--- src/sv/dsq_pkg.sv ---
// ----------------------------------------------------------------------------
// dsq_pkg
// Shared types, constants and the seed table of the binary64 square root core.
// ----------------------------------------------------------------------------
package dsq_pkg;

    localparam logic [63:0] EXP_MASK    = 64'h7ff0000000000000;
    localparam logic [63:0] QUIET_BIT   = 64'h0008000000000000;
    localparam logic [63:0] DEFAULT_NAN = 64'h7ff8000000000000;
    localparam logic [31:0] THREE_Q30   = 32'hc0000000;
    localparam logic [63:0] THREE_Q62   = 64'hc000000000000000;
    localparam logic [11:0] EXP_BIAS    = 12'h3ff;

    localparam logic [15:0] SEED_ROM [0:127] = '{
        16'hb451, 16'hb2f0, 16'hb196, 16'hb044, 16'haef9, 16'hadb6, 16'hac79, 16'hab43,
        16'haa14, 16'ha8eb, 16'ha7c8, 16'ha6aa, 16'ha592, 16'ha480, 16'ha373, 16'ha26b,
        16'ha168, 16'ha06a, 16'h9f70, 16'h9e7b, 16'h9d8a, 16'h9c9d, 16'h9bb5, 16'h9ad1,
        16'h99f0, 16'h9913, 16'h983a, 16'h9765, 16'h9693, 16'h95c4, 16'h94f8, 16'h9430,
        16'h936b, 16'h92a9, 16'h91ea, 16'h912e, 16'h9075, 16'h8fbe, 16'h8f0a, 16'h8e59,
        16'h8daa, 16'h8cfe, 16'h8c54, 16'h8bac, 16'h8b07, 16'h8a64, 16'h89c4, 16'h8925,
        16'h8889, 16'h87ee, 16'h8756, 16'h86c0, 16'h862b, 16'h8599, 16'h8508, 16'h8479,
        16'h83ec, 16'h8361, 16'h82d8, 16'h8250, 16'h81c9, 16'h8145, 16'h80c2, 16'h8040,
        16'hff02, 16'hfd0e, 16'hfb25, 16'hf947, 16'hf773, 16'hf5aa, 16'hf3ea, 16'hf234,
        16'hf087, 16'heee3, 16'hed47, 16'hebb3, 16'hea27, 16'he8a3, 16'he727, 16'he5b2,
        16'he443, 16'he2dc, 16'he17a, 16'he020, 16'hdecb, 16'hdd7d, 16'hdc34, 16'hdaf1,
        16'hd9b3, 16'hd87b, 16'hd748, 16'hd61a, 16'hd4f1, 16'hd3cd, 16'hd2ad, 16'hd192,
        16'hd07b, 16'hcf69, 16'hce5b, 16'hcd51, 16'hcc4a, 16'hcb48, 16'hca4a, 16'hc94f,
        16'hc858, 16'hc764, 16'hc674, 16'hc587, 16'hc49d, 16'hc3b7, 16'hc2d4, 16'hc1f4,
        16'hc116, 16'hc03c, 16'hbf65, 16'hbe90, 16'hbdbe, 16'hbcef, 16'hbc23, 16'hbb59,
        16'hba91, 16'hb9cc, 16'hb90a, 16'hb84a, 16'hb78c, 16'hb6d0, 16'hb617, 16'hb560
    };

    typedef struct packed {
        logic        spec;
        logic [63:0] spec_root;
        logic        spec_inv;
        logic [10:0] rexp;
        logic        parity;
        logic [51:0] frac;
    } t_item;

    typedef struct packed {
        logic empty;
        logic full;
    } t_qstat;

endpackage

--- src/sv/dsq_front.sv ---
// ----------------------------------------------------------------------------
// dsq_front
// Two-stage front end: classify operands, count leading zeros, normalise.
// ----------------------------------------------------------------------------
module dsq_front (
    input  logic               i_clk,
    input  logic               i_rst_n,
    input  logic               i_take,
    input  logic [63:0]        i_operand_bits,
    output logic               o_push,
    output dsq_pkg::t_item     o_item
);
    import dsq_pkg::*;

    logic        r_v1, r_v2;
    logic [63:0] r_ix;
    logic [5:0]  r_lz;
    logic [5:0]  n_lz;
    t_item       r_item, n_item;
    logic [51:0] w_fsh;
    logic [11:0] w_nexp;

    always_comb begin
        n_lz = '0;
        for (int i = 0; i < 52; i++) begin
            if (i_operand_bits[i]) n_lz = 6'(51 - i);
        end
    end

    always_ff @(posedge i_clk) begin
        if (!i_rst_n) begin
            r_v1 <= 1'b0;
            r_v2 <= 1'b0;
        end else begin
            r_v1 <= i_take;
            r_v2 <= r_v1;
        end
        r_ix   <= i_operand_bits;
        r_lz   <= n_lz;
        r_item <= n_item;
    end

    assign w_fsh  = 52'(r_ix[51:0] << (r_lz + 6'd1));
    assign w_nexp = ({1'b0, r_ix[62:52]} + EXP_BIAS) >> 1;

    always_comb begin
        n_item           = '0;
        n_item.spec      = 1'b1;
        n_item.spec_root = r_ix;
        priority if (r_ix[62:0] == 63'd0) begin
            n_item.spec_root = r_ix;
        end else if (r_ix == EXP_MASK) begin
            n_item.spec_root = r_ix;
        end else if (r_ix[62:52] == 11'h7ff && r_ix[51:0] != 52'd0) begin
            n_item.spec_root = r_ix | QUIET_BIT;
            n_item.spec_inv  = ~r_ix[51];
        end else if (r_ix[63]) begin
            n_item.spec_root = DEFAULT_NAN;
            n_item.spec_inv  = 1'b1;
        end else if (r_ix[62:52] == 11'd0) begin
            n_item.spec   = 1'b0;
            n_item.parity = r_lz[0];
            n_item.frac   = w_fsh;
            n_item.rexp   = 11'((11'd1023 - {5'd0, r_lz}) >> 1);
        end else begin
            n_item.spec   = 1'b0;
            n_item.parity = r_ix[52];
            n_item.frac   = r_ix[51:0];
            n_item.rexp   = w_nexp[10:0];
        end
    end

    assign o_push = r_v2;
    assign o_item = r_item;

endmodule

--- config.mk ---
export PLATFORM = sky130hd
export DESIGN_NAME = dsq_front
export DESIGN_NICKNAME = d
export VERILOG_FILES = /design/src/sv/dsq_pkg.sv /design/src/sv/dsq_front.sv
export SDC_FILE = /design/constraint.sdc
export NUM_CORES = 1
export LEC_CHECK = 0
export BUFFER_PORTS_ARGS = -buffer_cell sky130_fd_sc_hd__buf_2
export CAP_MARGIN = 10
export CORE_UTILIZATION = 50
export CTS_CLUSTER_DIAMETER = 60
export CTS_CLUSTER_SIZE = 30
export DETAILED_ROUTE_END_ITERATION = 10
export GPL_TIMING_DRIVEN = 0
export PLACE_DENSITY_LB_ADDON = 0.12
export SYNTH_ARGS = -nofsm -noshare
export SYNTH_HDL_FRONTEND = slang
export SYNTH_SLANG_ARGS = --single-unit
export TNS_END_PERCENT = 5
--- constraint.sdc ---
create_clock -name i_clk -period 7.1 [get_ports i_clk]
set_input_delay 1.42 -clock i_clk [delete_from_list [all_inputs] [get_ports i_clk]]
set_output_delay 1.42 -clock i_clk [all_outputs]
set_load 0.01 [all_outputs]
* Word-level counts from Yosys, hierarchy flattened
Index checks and enable logic that the tools add are counted.
** Storage, ports and cells
- Logic and storage cells :: 93
- Bits in registers :: 202
- Memory bits (read-only) :: 0
- Bits in latches :: 0
- Bits in writable memories :: 0
- Output and inout bits :: 131
- Memories :: 0
** Cells by class
- Bitwise logic cells :: 1
- Muxes and demuxes :: 57
- Shift operators :: 1
- Order comparisons :: 0
- Reductions and logical operators :: 13
- Add/subtract/negate cells :: 3
- Multipliers :: 0
- Divide/modulo/power cells :: 0
- Equal/unequal tests :: 2
** Operators by type and width (number)
- two-way mux 64 bit :: 3
- two-way mux 6 bit :: 20
- two-way mux 5 bit :: 16
- two-way mux 65 bit :: 1
- equality test 64 x 63 -> 1 bit, second input constant :: 1
- logical NOT 63 bit :: 1
- two-way mux 63 bit :: 1
- nonzero test 52 bit :: 1
- << shifter 52 x 6 -> 52 bit :: 1
- two-way mux 4 bit :: 8
- OR reduction 32 bit :: 1
- OR reduction 16 bit :: 1
- adder 11 x 10 -> 12 bit, second input constant :: 1
- two-way mux 3 bit :: 4
- equality test 11 bit, second input constant :: 1
- logical NOT 11 bit :: 1
- subtractor 10 x 6 -> 11 bit, first input constant :: 1
- OR reduction 4 bit :: 2
- OR reduction 8 bit :: 1
- adder 6 x 1 -> 6 bit, second input constant :: 1
- OR reduction 5 bit :: 1
- two-way mux 2 bit :: 2
- OR reduction 2 bit :: 2
- OR reduction 3 bit :: 1
- other kinds (3) :: 4

* Logic depth before layout (Yosys ltp)
- Depth in word-level cells :: 51
- Gate-level depth with buffers :: 11
- Depth with buffers taken out :: 9

* Worst setup path after synthesis
Ideal clock, no wire load.
- Kind :: input port to flip-flop
- From :: input port i_operand_bits[8]
- To :: register r_lz[2]
- Cell stages on the path :: 7
- Arrival :: 2734 ps
- Library setup time :: 76 ps
- Setup slack :: 4290 ps
- Cells stage by stage :: or4_1 -> o21ai_0 -> a21oi_1 -> o21ai_0 -> nand3_1 -> a31o_2 -> a21boi_0
** On the way
- Cells in the longest elaborated chain, start to end :: 40
** RTL lines
- from (decl) :: RTL line dsq_front.sv:9 : input logic [63:0] i_operand_bits,
- two-way mux 6 bit (12 in a row) :: RTL line dsq_front.sv:26 : if (i_operand_bits[i]) n_lz = 6'(51 - i);
- two-way mux 5 bit (16 in a row) :: RTL line dsq_front.sv:26
- two-way mux 4 bit (8 in a row) :: RTL line dsq_front.sv:26
- two-way mux 3 bit (4 in a row) :: RTL line dsq_front.sv:26
- to (signal assigned) :: RTL line dsq_front.sv:39 : r_lz <= n_lz;
- to (decl) :: RTL line dsq_front.sv:17 : logic [5:0] r_lz;
No other way between the ends.
A chain may end at the register's enable or synchronous reset.

==> metrics.log <==
[metrics] via count: 8522
[metrics] switching fraction of total power: 30.50%
[metrics] nets: 1247
[metrics] depth of the worst register-to-register path: 8
[metrics] total design power: 2.516 mW
[metrics] worst hold path class: flop to flop
[metrics] proportion of synthesized chip area in sequential cells: 44.51%
[metrics] worst path arrival time: 3.99 ns
[metrics] post-route ant nets: 0
[metrics] combinational group share of total power: 19.9%
[metrics] Area growth, synth to finish: 18.57%
[metrics] maximum cell stage delay along the critical path: 0.85 ns
[metrics] weighted congestion reported at the end of routability-driven placement: 1.036
[metrics] syn avg cell area: 9.424 um2
[metrics] IR drop worst, VDD: 258.4 uV
[metrics] Post-Place Cells: 1387
[metrics] standard-cell rows: 48
[metrics] number of clock buffers inserted by TritonCTS: 13
[metrics] maximum count of clock buffers along a single path: 3
[metrics] detailed-route DRC error count: 0
[metrics] RSZ-0062 raised after global routing: false
[metrics] post-route fraction of the period consumed by the critical path: 50.22%
[metrics] Post-CTS Resized: 0
[metrics] Crit-path slowest cell: sky130_fd_sc_hd__nor4_1
[metrics] quantity of I/O buffers inserted on ports: 197
[metrics] Worst path top cell family by delay: simple AND/OR/NAND/NOR gates
[metrics] antenna violations before repair: 1
[metrics] commonest register cell after synthesis: sky130_fd_sc_hd__dfxtp_1
[metrics] synthesized cell area: 0.009085 mm2
[metrics] non-filler cells in the finished layout: 1409
[metrics] number of library cell types mapped by synthesis: 62
[metrics] number of standard cells after synthesis: 964
[metrics] starting density of the core: 51.81%
[metrics] largest net degree at the start of global routing: 28
[metrics] post-route minimum period: 3.566 ns
[metrics] warnings from Yosys: 0
[metrics] total half-perimeter wirelength after legalization and detailed placement: 26.20 mm
[metrics] proportion of synthesized flip-flops having asynchronous set or reset: 0%
[metrics] first drt pass iteration count: 5
[metrics] number of post-CTS setup repair buffers: 0
[metrics] endpoint of the worst register-to-register path: o_item[89]$_DFF_P_
[metrics] endpoint of the worst setup timing path: o_item[89]$_DFF_P_
[metrics] Setup Total Neg Slack: 0 ns
[metrics] total I/O pin count: 198
[metrics] final hold violations: 0
[metrics] die boundary height: 136.8 um
[metrics] total grt overflow: 0
[metrics] hold_buf cts: 0
[metrics] final critical-path setup slack: 3.534 ns
[metrics] routed wire length: 33.32 mm
[metrics] fraction of layout cells with a size suffix above 1: 26.04%
[metrics] Req. time, crit path: 7.53 ns
[metrics] width of the die: 136.8 um
[metrics] synthesized netlist net count: 1034
[metrics] clock tree from TritonCTS: built
[metrics] Std-Cell Core Area: 0.01754 mm2
[metrics] Routed wire per std cell: 23.65 um
[metrics] placed instance area: 0.01036 mm2
[metrics] remaining max-slew budget at the tightest pin: 32.76%
[metrics] CP endpoint kind: flop
[metrics] worst setup path category: flop to flop
[metrics] Post-synth EDFFs: 0
[metrics] Detailed Route Iter0 Violations: 912
[metrics] register bit total from synthesis: 202
[metrics] Critical Path, Cell by Cell: nor4_1, nand4_1, nor4_1, nand2_1, nand3_1, buf_2, clkbuf_1, and2_1
[metrics] number of violations of the max-capacitance limit: 0
[metrics] run status: completed
[metrics] clock share of power: 30.5%
[metrics] placement-stage worst setup slack: 3.631 ns
[metrics] area enclosed by the die boundary: 0.01871 mm2
[metrics] leakage component of the power: 4.757 nW
[metrics] H-tree depth reported by CTS: 1
[metrics] clock insertion delay at the later pin of the skew report: 0.48 ns
[metrics] Net Sw Power: 0.7675 mW
[metrics] final design area excluding fillers: 0.01077 mm2
[metrics] power share of the sequential group: 49.6%
[metrics] power density over cell area: 233.6 mW/mm2
[metrics] worst clock skew on the final layout: 0.01343 ns
[metrics] Vias/cell: 6.048
[metrics] total number of clock tree sinks: 202
[metrics] Clock transition at path regs: 0.10 ns
[metrics] P_int: 1.749 mW
[metrics] number of global-route vias before repair: 7781
[metrics] global-route wire length before repair: 47.84 mm
[metrics] Pins Over Slew Limit: 0
[metrics] GR Util All Layers: 35.38%
[metrics] highest attainable clock frequency: 280.5 MHz
[metrics] cell at the root of the clock tree: sky130_fd_sc_hd__clkbuf_16
[metrics] register-to-register path setup slack: 3.53 ns
[metrics] Worst-Margin Slew: 0.9994 ns
[metrics] final setup vio count: 0
[metrics] crit path launch: r_ix[49]$_DFF_P_
[metrics] critical path depth: 8
[metrics] cell repeated most along the worst path: sky130_fd_sc_hd__nor4_1
[metrics] CP Max Fanout: 10
[metrics] Worst Setup Start Kind: flop
[metrics] Crit Reg-Reg Startpoint: r_ix[49]$_DFF_P_
[metrics] number of buffer and inverter instances along the worst setup path: 2
layout make-up:
cell class              count  area, um2
fillers                  1513       6765
multi-input cells         687       4672
flip-flops and latches    202       4044
repair buffers            198      991.0
clock buffers              13      325.3
plain buffers              57      301.5
well taps                 225      281.5
clock inverters             8      86.33
inverters                  18      67.56
diodes                      1      2.502
cells by family after synthesis:
logic type | count (synthesis) | share of synthesized area [%]
adders and majority gates | 3 | 0.4132
xor gates and xnor gates | 15 | 1.611
AOI/OAI and AO/OA | 202 | 13.79
DFF | 202 | 44.51
muxes | 100 | 15.96
and+or+nand+nor | 367 | 19.65
buffers and inverters | 75 | 4.063
flip-flops by register name (all words and copies together), names as in the netlist:
signal and flops:
r_v1 1, o_item 130, o_push 1, r_ix 64
r_lz 6
worst min path at each step:
| stage | startpoint | endpoint | slack (ns) | cells past startpoint |
|---|---|---|---|---|
| 2_1_floorplan | r_v1$_SDFF_PN0_ | o_push$_SDFF_PN0_ | 0.41 | 1 |
| 6_report | r_v1$_SDFF_PN0_ | o_push$_SDFF_PN0_ | 0.44 | 1 |
| 3_5_place_dp | r_v1$_SDFF_PN0_ | o_push$_SDFF_PN0_ | 0.43 | 1 |
| 5_1_grt | r_v1$_SDFF_PN0_ | o_push$_SDFF_PN0_ | 0.48 | 1 |
| 4_1_cts | r_v1$_SDFF_PN0_ | o_push$_SDFF_PN0_ | 0.45 | 1 |
| 3_3_place_gp | r_v1$_SDFF_PN0_ | o_push$_SDFF_PN0_ | 0.42 | 1 |
layout by cell type (no fill, tap or decap), types with 16 or more instances in the layout:
cell type                  instances
sky130_fd_sc_hd__buf_2           219
sky130_fd_sc_hd__dfxtp_1         202
sky130_fd_sc_hd__nand2_1         125
sky130_fd_sc_hd__nor2_1           75
sky130_fd_sc_hd__a21oi_1          66
sky130_fd_sc_hd__mux2i_1          56
sky130_fd_sc_hd__and2_1           56
sky130_fd_sc_hd__o21ai_0          47
sky130_fd_sc_hd__mux4_2           35
sky130_fd_sc_hd__nor4_1           26
sky130_fd_sc_hd__clkbuf_1         23
sky130_fd_sc_hd__nor3_1           19
sky130_fd_sc_hd__and3_1           16
power by group through the flow:
| stage | clock network (mW) | logic [mW] | registers [mW] |
|---|---|---|---|
| 6_report | 0.768 | 0.501 | 1.25 |
| 5_1_grt | 0.826 | 0.529 | 1.25 |
| 4_1_cts | 0.780 | 0.487 | 1.24 |
| 3_5_place_dp | 0 | 0.484 | 1.27 |
| 3_3_place_gp | 0 | 0.486 | 1.27 |
| 2_1_floorplan | 0 | 0.278 | 1.27 |
stage by stage:
stage / utilization, % / hold slack (ns)
after global routing: 61.41 / 0.4828
after detailed placement: 59.06 / 0.4305
after floorplan: - / 0.4118
after global placement: 59.03 / 0.4194
final: 61.42 / 0.4435
after CTS: 61.41 / 0.4501
synth_stat cells (all sizes together), types with 2 or more instances:
cell / count / area [um2]
a22oi: 13 / 97.59
clkinv: 2 / 7.510
a21boi: 2 / 15.01
o21a: 2 / 15.01
xor2: 6 / 60.06
ha: 3 / 37.54
nor3: 21 / 127.6
buf: 34 / 215.2
and3: 16 / 100.1
a22o: 5 / 43.79
o211ai: 2 / 15.01
nand3: 16 / 85.08
o31ai: 5 / 37.54
nor2b: 6 / 37.54
nand2b: 9 / 56.30
a211oi: 15 / 112.6
a211o: 2 / 17.52
nand2: 125 / 469.2
o2111ai: 2 / 17.52
clkbuf: 23 / 86.33
o22ai: 7 / 43.79
dfxtp: 202 / 4044
nor4: 26 / 162.7
o311ai: 2 / 17.52
a31oi: 11 / 68.82
o221ai: 2 / 17.52
and2: 56 / 350.3
nor2: 75 / 281.5
or3: 3 / 18.77
inv: 16 / 60.05
a21oi: 66 / 330.3
mux4: 35 / 788.3
xnor2: 9 / 86.34
o21bai: 2 / 15.01
or2: 6 / 37.54
a2111oi: 2 / 17.52
mux2i: 56 / 560.5
nand4: 5 / 31.28
mux2: 9 / 101.4
a32oi: 7 / 61.31
o21ai: 47 / 235.2
routing by layer:
layer	wire [um]	track usage (%)	up-vias
met4	1398	14.77	0
li1	-	-	3881
met1	13980	48.35	4037
met5	0	0	-
met2	14550	53.78	516
met3	3387	7.963	88
Note: power is estimated with default switching activity, not from simulation.
