==> src/sv/dsq_pkg.sv <==
// ----------------------------------------------------------------------------
// dsq_pkg
// Shared types, constants and the seed table of the binary64 square root core.
// ----------------------------------------------------------------------------
package dsq_pkg;

    localparam logic [63:0] EXP_MASK    = 64'h7ff0000000000000;
    localparam logic [63:0] QUIET_BIT   = 64'h0008000000000000;
    localparam logic [63:0] DEFAULT_NAN = 64'h7ff8000000000000;
    localparam logic [31:0] THREE_Q30   = 32'hc0000000;
    localparam logic [63:0] THREE_Q62   = 64'hc000000000000000;
    localparam logic [11:0] EXP_BIAS    = 12'h3ff;

    localparam logic [15:0] SEED_ROM [0:127] = '{
        16'hb451, 16'hb2f0, 16'hb196, 16'hb044, 16'haef9, 16'hadb6, 16'hac79, 16'hab43,
        16'haa14, 16'ha8eb, 16'ha7c8, 16'ha6aa, 16'ha592, 16'ha480, 16'ha373, 16'ha26b,
        16'ha168, 16'ha06a, 16'h9f70, 16'h9e7b, 16'h9d8a, 16'h9c9d, 16'h9bb5, 16'h9ad1,
        16'h99f0, 16'h9913, 16'h983a, 16'h9765, 16'h9693, 16'h95c4, 16'h94f8, 16'h9430,
        16'h936b, 16'h92a9, 16'h91ea, 16'h912e, 16'h9075, 16'h8fbe, 16'h8f0a, 16'h8e59,
        16'h8daa, 16'h8cfe, 16'h8c54, 16'h8bac, 16'h8b07, 16'h8a64, 16'h89c4, 16'h8925,
        16'h8889, 16'h87ee, 16'h8756, 16'h86c0, 16'h862b, 16'h8599, 16'h8508, 16'h8479,
        16'h83ec, 16'h8361, 16'h82d8, 16'h8250, 16'h81c9, 16'h8145, 16'h80c2, 16'h8040,
        16'hff02, 16'hfd0e, 16'hfb25, 16'hf947, 16'hf773, 16'hf5aa, 16'hf3ea, 16'hf234,
        16'hf087, 16'heee3, 16'hed47, 16'hebb3, 16'hea27, 16'he8a3, 16'he727, 16'he5b2,
        16'he443, 16'he2dc, 16'he17a, 16'he020, 16'hdecb, 16'hdd7d, 16'hdc34, 16'hdaf1,
        16'hd9b3, 16'hd87b, 16'hd748, 16'hd61a, 16'hd4f1, 16'hd3cd, 16'hd2ad, 16'hd192,
        16'hd07b, 16'hcf69, 16'hce5b, 16'hcd51, 16'hcc4a, 16'hcb48, 16'hca4a, 16'hc94f,
        16'hc858, 16'hc764, 16'hc674, 16'hc587, 16'hc49d, 16'hc3b7, 16'hc2d4, 16'hc1f4,
        16'hc116, 16'hc03c, 16'hbf65, 16'hbe90, 16'hbdbe, 16'hbcef, 16'hbc23, 16'hbb59,
        16'hba91, 16'hb9cc, 16'hb90a, 16'hb84a, 16'hb78c, 16'hb6d0, 16'hb617, 16'hb560
    };

    typedef struct packed {
        logic        spec;
        logic [63:0] spec_root;
        logic        spec_inv;
        logic [10:0] rexp;
        logic        parity;
        logic [51:0] frac;
    } t_item;

    typedef struct packed {
        logic empty;
        logic full;
    } t_qstat;

endpackage

==> src/sv/dsq_queue.sv <==
// ----------------------------------------------------------------------------
// dsq_queue
// Short queue between front end and Newton back end.
// ----------------------------------------------------------------------------
module dsq_queue #(
    parameter int DEPTH = 4
) (
    input  logic           i_clk,
    input  logic           i_rst_n,
    input  logic           i_push,
    input  dsq_pkg::t_item i_item,
    input  logic           i_pop,
    output dsq_pkg::t_item o_item,
    output dsq_pkg::t_qstat o_stat
);
    import dsq_pkg::*;

    localparam int PW = (DEPTH > 1) ? $clog2(DEPTH) : 1;
    localparam int CW = $clog2(DEPTH + 1);

    t_item         r_mem [DEPTH];
    logic [PW-1:0] r_wp, r_rp;
    logic [CW-1:0] r_cnt;
    logic          w_push, w_pop;

    assign o_stat.empty = (r_cnt == '0);
    assign o_stat.full  = (r_cnt == CW'(DEPTH));
    assign w_push = i_push && !o_stat.full;
    assign w_pop  = i_pop && !o_stat.empty;
    assign o_item = r_mem[r_rp];

    always_ff @(posedge i_clk) begin
        if (!i_rst_n) begin
            r_wp  <= '0;
            r_rp  <= '0;
            r_cnt <= '0;
        end else begin
            if (w_push) r_wp <= (r_wp == PW'(DEPTH - 1)) ? '0 : r_wp + PW'(1);
            if (w_pop)  r_rp <= (r_rp == PW'(DEPTH - 1)) ? '0 : r_rp + PW'(1);
            r_cnt <= r_cnt + CW'(w_push) - CW'(w_pop);
        end
        if (w_push) r_mem[r_wp] <= i_item;
    end

endmodule

==> config.mk <==
export PLATFORM = sky130hd
export DESIGN_NAME = dsq_queue
export DESIGN_NICKNAME = d
export VERILOG_FILES = /design/src/sv/dsq_pkg.sv /design/src/sv/dsq_queue.sv
export SDC_FILE = /design/constraint.sdc
export NUM_CORES = 1
export LEC_CHECK = 0
export ABC_AREA = 0
export BUFFER_PORTS_ARGS = -buffer_cell sky130_fd_sc_hd__buf_2
export CAP_MARGIN = 25
export CORE_AREA = 3 3 196 198
export CTS_CLUSTER_SIZE = 25
export DETAILED_ROUTE_END_ITERATION = 10
export DIE_AREA = 0 0 199 201
export PLACE_DENSITY = 0.73
export SYNTH_ARGS = -nofsm -noshare
export SYNTH_HDL_FRONTEND = slang
export SYNTH_SLANG_ARGS = --single-unit
==> constraint.sdc <==
create_clock -name i_clk -period 6.2 [get_ports i_clk]
set_input_delay 0.62 -clock i_clk [delete_from_list [all_inputs] [get_ports i_clk]]
set_output_delay 0.62 -clock i_clk [all_outputs]
set_load 0.1 [all_outputs]
======== Yosys cells after proc, flatten, opt, wreduce, memory -nomap -nowiden ========
Memory sizes are Yosys's and may differ from the RTL's. A register that Yosys moved wholly into a read port is not among the register bits.
Cells that the tools add are included.
storage, ports and cells
  output and inout bits ................... 132
  input bits .............................. 134
  register bits ........................... 7
  RAM bits ................................ 520
  word-level logic and storage cells ...... 22
  memories kept ........................... 1
cells by class
  mux-type cells .......................... 6
  eq/ne operators ......................... 3
  add/subtract/negate cells ............... 4
  reduce and logical (&&, ||, !) cells .... 5
memories
  memory  words  bits a word  rd ports  clocked after Yosys merged registers in  write ports  line             RTL
  r_mem   4      130          1         1                                        1            dsq_queue.sv:21  t_item r_mem [DEPTH];
operators by type and width
  cell                                                           count
  2-bit 2-to-1 mux                                               4
  2-bit by 1-bit adder with 2-bit output, second input constant  2
  2-bit equality test, second input constant                     2
  3-bit by 1-bit adder with 3-bit output                         1
  3-bit equality test, second input constant                     1
  3-bit zero test                                                1
  3-bit by 1-bit subtractor with 3-bit output                    1
  1-bit logical AND                                              2
  1-bit zero test                                                2
  1-bit 2-to-1 mux                                               2

======== Depth between registers and ports, before layout ========
Gate-level depths: netlist of the first run.
  depth after elaboration ................. 5
  gate-level depth with buffers ........... 11
  gate-level depth less buffers ........... 10

======== Least setup slack after synthesis of the first run ========
OpenSTA, ideal clock, no wires.
  path kind ............................... flip-flop to flip-flop
  start ................................... reg r_cnt[2]
  end ..................................... mem r_mem[0][0] in the netlist's numbering, enable pin
  clock period less this slack ............ 5.344 ns
  path buffers ............................ 1
  required time ........................... 5.368 ns
  arrival ................................. 4.512 ns
  cell stages (with the launch flop) ...... 5
  path slack .............................. 0.856 ns
  cells stage by stage .................... dfxtp_1 -> nor3b_1 -> nor2b_1 -> clkbuf_1 -> and2_1
RTL lines
  element                 line             RTL
  from (decl)             dsq_queue.sv:23  logic [CW-1:0] r_cnt;
  from (signal assigned)  dsq_queue.sv:40  r_cnt <= r_cnt + CW'(w_push) - CW'(w_pop);
  to (decl)               dsq_queue.sv:21

==> results of run 1 <==
-- metrics by stage --
stage                     power [mW]  std cells  hold slack, ns   util
after floorplan                 8.48        732           0.468      -
after global placement          9.06       1444           0.488  0.574
after detailed placement        9.09       1445           0.488  0.575
after CTS                       12.0       1541           0.230  0.617
after global routing            12.3       1546           0.242  0.618
final                           11.9       1548           0.265  0.618
-- metal layers --
layer  vias to the layer above  GRT usage
met5                         -          0
li1                       3762          -
met1                      4574      0.275
met4                        10     0.0653
met3                        81     0.0426
met2                       296      0.264
-- power by group through the flow --
| stage | Combinational, mW | Clock [mW] | Sequential (mW) |
|---|---|---|---|
| 2_1_floorplan | 3.96 | 0 | 4.52 |
| 3_3_place_gp | 4.53 | 0 | 4.53 |
| 3_5_place_dp | 4.56 | 0 | 4.53 |
| 4_1_cts | 4.57 | 2.94 | 4.46 |
| 5_1_grt | 4.68 | 3.10 | 4.48 |
| 6_report | 4.53 | 2.87 | 4.45 |
-- how the worst min path moves through the flow --
stage                           from  cells past startpoint           end  slack [ns]
after detailed placement     r_wp[1]                      2       r_wp[1]        0.49
after global routing      i_item[34]                      1  r_mem[0][34]        0.24
after global placement       r_wp[1]                      2       r_wp[1]        0.49
after CTS                  i_item[1]                      1   r_mem[0][1]        0.23
after floorplan              r_wp[1]                      2       r_wp[1]        0.47
final                     i_item[75]                      1  r_mem[1][75]        0.26
-- cell families after synthesis --
family,after synthesis,synth area share
compound gates,3,0.000906
fa+ha+maj,8,0.00556
buf+inv,38,0.0182
flops,529,0.817
xor+xnor,2,0.000906
simple gates,20,0.00530
mux,132,0.152
-- layout make-up --
class / instances / area share
well taps: 468 / 0.0258
multi-input cells: 165 / 0.141
repair buffers: 277 / 0.0658
diodes: 6 / 0.000662
clock inverters: 29 / 0.00811
inverters: 7 / 0.00116
flip-flops and latches: 529 / 0.696
clock buffers: 67 / 0.0608
-- flip-flops by register name (all words and copies together), names as in the netlist, named ones only --
name	cells
r_mem	520
r_rp	2
r_wp	2
r_cnt	3
-- layout by cell type, fill, tap and decap left out, types with 3 or more instances in the layout --
cell type,instances
clkbuf_1,14
inv_1,7
ha_1,7
mux4_2,130
nand2_1,6
and2_1,3
buf_4,7
clkinv_2,11
buf_12,3
clkinv_1,14
buf_2,265
edfxtp_1,520
dfxtp_1,7
diode_2,6
and2_4,4
clkbuf_16,53
-- worst reg2reg max path: stages, from the launching register on --
cell and delay [ns]:
dfxtp_1 0.35, nor3b_1 0.17, nor2b_1 0.43, and2_4 0.63, buf_4 0.73
==> impl_metrics.ini, run 1 <==
[global_routing]
grt_max_degree = 131
grt_usage = 0.182
grt_pass1_wl_um = 54600
grt_pass1_vias = 9020
antenna_found_initial = 10
grt_overflow = 0

[timing]
slew_violations = 0
slew_headroom = 0.426
grt_setup_unrepaired = false
fin_crit_ns = 3.10
timing.final.crit_share = 0.500
setup_slack_ns = 3.10
clock.fmax_mhz = 322
hold_viol = 0
setup_viol = 0
worst_pin_slew_ns = 0.861
fin_setup_tns_ns = 0
clock-skew-final_ns = 0.00779

[power]
powerDensity_nw_per_um2 = 522
power.switching_mw = 4.95
seqPwrFrac = 0.376
p_comb_frac = 0.382
switching_share = 0.417
leakage_nw = 7.57
pwr-share-clk = 0.242
vdd_ir_drop_max_uv = 375
power.internal_mw = 6.90

[synth]
synth_edf_count = 520
synth_cell_types = 23
ys_ff_latch = 529
synth_ff_type = edfxtp_1
syn_area_um2 = 19300
yosys.area.top_type_share = 0.807
syn-mean-instance-area_um2 = 26.4
synth_commonest_cells = edfxtp_1 (520), mux4_2 (130), buf_12 (11)
syn-instance-count = 732
yosysMostFrequentCell = edfxtp_1
synth_nets = 874
yosys_warnings = 0
seq_area_frac_synth = 0.817
synth.area.top_cells = edfxtp_1 (81%), mux4_2 (15%), buf_12 (1.1%)
async_flop_share = 0
synth_area_leader_cell = edfxtp_1

[placement]
dpl_cell_area_um2 = 21100
io_buffer_count = 265
gp_congestion = 0.689
place_ws_ns = 3.21
hpwl_um = 21200

[clock_network]
cts_buffer_depth = 3
holdBufCountCts = 0
cts-htree-levels = 2
cts_tree = yes
cts_resized = 0
cts_num_sinks = 529
cts_setup_buffers = 0
clkTransAtPathRegs_ns = 0.06
cts_buffers = 53
cts_root_buf = clkbuf_16
insertion_delay_ns = 0.56

[floorplan]
die_h_um = 201
coreArea_um2 = 36700
rows = 70
die_w_um = 199
start_util = 0.527
boundaryPins = 266
die-area_um2 = 40000

[critical_path]
cp_max_fo = 83
cp_top_family = buffers and inverters
cp.required_ns = 5.58
cp_cell_sequence = buf_12 > mux4_2 > buf_2
endpoint_kind = primary output
slowest_delay_ns = 0.64
crit_buf_inv = 2
critPathArrivalTime_ns = 2.48
crit_slowest_cell = mux4_2
r2r_start = r_cnt[2]
endpoint = o_item[125]
path_class = register to primary output
reg2reg_to = r_mem[0][31]
r2r_slack_ns = 3.46
crit_cells = 3
ff2ff_path_depth = 4
start_kind = register

[routing]
top_layer = met5
wl_per_cell_um = 23.3
wl_met2_um = 16700
drt_iter0_drc = 673
drt_pass1_iterations = 4
route.met3.wl_um = 2360
via_per_inst = 5.64
wl_met1_um = 16000
drc = 0
ant_nets = 0
vias = 8723
routed_wl_um = 36100

[cells_and_area]
multi_input_area_um2 = 3200
layout.nets = 1175
post-route-cell-area_um2 = 22700
area_delta_synth_final_pct = 17.3
drive_gt1_frac = 0.448
seq_area_um2 = 15800
n_fill_cell = 2473

[job]
maxCapViolCount = 0

[status]
status = complete, no violations

[hold_path]
hold_path.class = input port to register
No activity file was read; power rests on OpenSTA's default activity.
==> run 2: changes to the inputs <==
- clock period: 6.2 -> 2.98 ns (I/O delays scaled with it)
==> run 2 against run 1 <==
  * Clock power grew 120%
  * First-iteration DRC count is 25% lower
  * Global-route usage increased by 1.1 points
  * Total power increased by 110%
==> impl_metrics.ini, run 2 (synthesis results as in run 1) <==
[status]
status = complete, no violations

[clock_network]
cts_buffer_depth = 3
cts_root_buf = clkbuf_16
cts_resized = 0
clkTransAtPathRegs_ns = 0.06
cts_num_sinks = 529
cts_tree = yes
cts_buffers = 52
insertion_delay_ns = 0.57
cts_setup_buffers = 0
cts-htree-levels = 2
holdBufCountCts = 130

[critical_path]
critPathArrivalTime_ns = 2.51
start_kind = register
cp_cell_sequence = buf_4 > mux4_2 > buf_2
cp.required_ns = 2.68
cp_max_fo = 20
path_class = register to primary output
crit_slowest_cell = dfxtp_4
endpoint_kind = primary output
slowest_delay_ns = 0.68

[timing]
slew_headroom = 0.597
timing.final.crit_share = 0.941
hold_viol = 0
whs_ns = 0.0753
setup_viol = 0
clock-skew-final_ns = 0.00994
slew_violations = 0
grt_setup_unrepaired = false
clock.fmax_mhz = 357
setup_slack_ns = 0.177
fin_crit_ns = 2.80
fin_setup_tns_ns = 0
worst_pin_slew_ns = 0.605

[power]
switching_share = 0.413
seqPwrFrac = 0.369
power.internal_mw = 14.9
pwr-share-clk = 0.249
leakage_nw = 8.29
fin_total_pwr_mw = 25.3
p_comb_frac = 0.382
vdd_ir_drop_max_uv = 735
power.switching_mw = 10.4
powerDensity_nw_per_um2 = 1040

[global_routing]
grt_pass1_vias = 10000
grt_max_degree = 49
grt_usage = 0.192
grt_overflow = 0
antenna_found_initial = 3
grt_pass1_wl_um = 58300

[cells_and_area]
final_util = 0.663
post-route-cell-area_um2 = 24300
layout_common_cells = edfxtp_1 (520), buf_2 (265), mux4_2 (130), dlygate4sd3_1 (130), clkbuf_16 (53)
registers.top_by_ff_count = r_mem
layout.nets = 1322
seq_area_um2 = 15800
final_common_cell = edfxtp_1
area_delta_synth_final_pct = 25.9
multi_input_area_um2 = 3210
n_fill_cell = 2306
fin_cells = 1692
biggestRegsByFlops = r_mem (520), r_cnt (3)
largest_reg_flops = 520
drive_gt1_frac = 0.414

[placement]
dp_cells = 1464
place_ws_ns = 0.529
dpl_cell_area_um2 = 21400
hpwl_um = 22600
io_buffer_count = 265
gp_congestion = 0.723

[floorplan]
coreArea_um2 = 36700
rows = 70
die_w_um = 199
die-area_um2 = 40000
start_util = 0.527
boundaryPins = 266
die_h_um = 201

[routing]
drc = 0
ant_nets = 0
routed_wl_um = 38000
wl_per_cell_um = 22.5
vias = 9161
via_per_inst = 5.41
drt_iter0_drc = 502
drt_pass1_iterations = 4

[job]
maxCapViolCount = 0

[hold_path]
hold_path.class = input port to register
## run 2: changes by cell type in the layout (fill, tap and decap cells not counted), sizes merged
cell         change
dlygate4sd3    +130
buf             +18
clkbuf           -7
bufinv           +3
clkinv           +2
diode            -2
clkinvlp         -1
inv              +1
## run 2: area by class of cell
type | count | area share
sequential | 529 | 0.649
multi-input combinational | 165 | 0.132
timing repair buffer | 425 | 0.125
clock buffer | 60 | 0.0556
tap | 468 | 0.0241
clock inverter | 34 | 0.0123
inverter | 7 | 0.00108
antenna | 4 | 0.000411
## run 2: layer usage
metal  track usage  wire length, µm  vias to the layer above
met3        0.0430             2320                       66
met2         0.322            19400                      269
met5             0                0                        -
met4        0.0565              819                        0
met1         0.256            15500                     4764
li1              -                -                     4062
## run 2: worst max-delay path, delay by kind of cell, from the launching register on
kind | cells | cell delay [ns]
flip-flops | 1 | 0.68
multiplexers | 1 | 0.56
buffers and inverters | 2 | 0.68
## run 2: final timing paths
kind / start / to / slack [ns] / cells after the start
worst min-delay path: i_rst_n / r_wp[1] / 0.08 / 3
worst min register to register: r_wp[1] / r_wp[1] / 0.51 / 2
worst max register to register: r_cnt[0] / r_cnt[2] / 0.56 / 9
worst max-delay path: register / o_item[15] / 0.18 / 3
## run 2: power by group through the flow
stage               clock [mW]  sequential, mW  combinational [mW]
CTS                       6.44            9.35                9.76
floorplan                    0            9.35                8.25
detailed placement           0            9.50                9.60
finish                    6.29            9.34                9.67
global route              6.75            9.40                10.0
global placement             0            9.45                9.56
==> run 3: changes to the inputs <==
- CORE_AREA: 3 3 196 198 -> 3 3 140 277
- DIE_AREA: 0 0 199 201 -> 0 0 143 280
==> run 3 against run 2 <==
  * Critical path depth is the same
  * Die area rose by 0.10%
  * Largest power group unchanged
  * Highest routed layer unchanged
  * Total power shrank 2.3%
  * Core utilization down 0.92 points
  * Via count hardly changed
  * Largest cell class unchanged
  * Global-route usage rose by 0.59 points
==> impl_metrics.ini, run 3 (synthesis results as in run 1) <==
[status]
status = complete, no violations

[routing]
drt_iter0_drc = 586
routed_wl_um = 39000
drc = 0
ant_nets = 0
via_per_inst = 5.50
drt_pass1_iterations = 4
vias = 9164
wl_per_cell_um = 23.4

[cells_and_area]
drive_gt1_frac = 0.411
final_common_cell = edfxtp_1
area_delta_synth_final_pct = 24.4
layout.nets = 1310
biggestRegsByFlops = r_mem (520), r_cnt (3)
final_util = 0.654
n_fill_cell = 2356
registers.top_by_ff_count = r_mem
layout_common_cells = edfxtp_1 (520), buf_2 (265), mux4_2 (130), dlygate4sd3_1 (130), clkbuf_16 (47)
largest_reg_flops = 520

[clock_network]
cts_root_buf = clkbuf_16
cts-htree-levels = 2
insertion_delay_ns = 0.55
cts_resized = 0
clkTransAtPathRegs_ns = 0.07
cts_num_sinks = 529
cts_buffers = 45
cts_tree = yes
cts_buffer_depth = 3

[timing]
fin_crit_ns = 2.75
clock-skew-final_ns = 0.0115
worst_pin_slew_ns = 0.659
setup_viol = 0
grt_setup_unrepaired = false
slew_headroom = 0.560
whs_ns = 0.0946
clock.fmax_mhz = 363
slew_violations = 0
timing.final.crit_share = 0.924
hold_viol = 0

[floorplan]
die-area_um2 = 40000
coreArea_um2 = 36800
boundaryPins = 266
rows = 99
die_h_um = 280
start_util = 0.526
die_w_um = 143

[hold_path]
holdPathStages = 3
hold_path_startpoint = i_rst_n
hold_path.class = input port to register
hold_path_end = r_wp[0]

[critical_path]
cp_cell_sequence = buf_4 > mux4_2 > buf_2
reg2reg_to = r_cnt[2]
cp_top_family = buffers and inverters
ff2ff_path_depth = 9
path_class = register to primary output
cp.required_ns = 2.68
r2r_slack_ns = 0.54
start_kind = register
critPathArrivalTime_ns = 2.46
endpoint_kind = primary output
slowest_delay_ns = 0.60
r2r_start = r_cnt[1]
crit_slowest_cell = mux4_2
crit_buf_inv = 2
cp_max_fo = 16

[power]
pwr-share-clk = 0.234
power.internal_mw = 14.3
power.switching_mw = 10.4
vdd_ir_drop_max_uv = 791
seqPwrFrac = 0.377
switching_share = 0.420
p_comb_frac = 0.390
leakage_nw = 8.15
powerDensity_nw_per_um2 = 1030

[placement]
hpwl_um = 23600
gp_congestion = 0.777
io_buffer_count = 265

[global_routing]
grt_usage = 0.198
grt_pass1_vias = 10200
grt_pass1_wl_um = 59900
grt_overflow = 0
antenna_found_initial = 6
grt_max_degree = 76

[job]
maxCapViolCount = 0
==> run 3: area by class of cell <==
cell class	count	area (µm²)	share of cell area
Tap cell	454	568	0.0236
Sequential cell	529	15800	0.657
Clock inverter	28	253	0.0105
Timing Repair Buffer	420	2980	0.124
Clock buffer	55	1210	0.0501
Antenna cell	8	20.0	0.000832
Inverter	7	26.3	0.00109
Multi-Input combinational cell	165	3210	0.134
==> run 3: per-stage QoR <==
stage               instance area [µm²]  power, mW  cells  TNS, ns  worst slack [ns]
floorplan                         19400       17.6    732   -30.72           -0.0591
global placement                  21300       19.0   1445        0             0.662
detailed placement                21300       19.1   1445        0             0.547
CTS                               24000       25.0   1658        0             0.127
global route                      24100       25.5   1662        0            0.0764
finish                            24100       24.7   1666        0             0.226
==> run 3: how the worst max path moves through the flow <==
stage                  end  slack (ns)  cells past startpoint
4_1_cts         o_item[93]        0.13                      3
5_1_grt         o_item[93]        0.08                      3
6_report        o_item[93]        0.23                      3
3_5_place_dp      r_cnt[2]        0.55                      9
2_1_floorplan  r_mem[0][0]       -0.06                      4
3_3_place_gp      r_cnt[2]        0.66                      9
==> run 3: worst reg2reg max path, cell delays in order (launching register included) <==
cell and delay (ns):
dfxtp_1 0.36, o31ai_1 0.53, inv_1 0.10, ha_1 0.29, inv_1 0.04, ha_1 0.19, fa_1 0.41, xnor2_1 0.15
xnor2_1 0.12, and2_1 0.16
==> run 3: what timing repair did <==
action,4_1_cts,5_1_grt
hold endpoints to repair,520,0
buffers inserted,0,0
hold buffers,130,0
==> run 3: layer usage <==
layer | up-vias | global-route usage | part of all wire
met2 | 304 | 0.352 | 0.55
met3 | 91 | 0.0348 | 0.050
li1 | 4026 | - | -
met1 | 4743 | 0.237 | 0.36
met5 | - | 0 | 0
met4 | 0 | 0.0837 | 0.041
==> run 3: power groups by stage <==
stage               clock [mW]  sequential (mW)  combinational [mW]
global route              6.19             9.37                9.96
floorplan                    0             9.35                8.25
global placement             0             9.40                9.56
CTS                       5.93             9.31                9.73
finish                    5.78             9.31                9.63
detailed placement           0             9.47                9.58
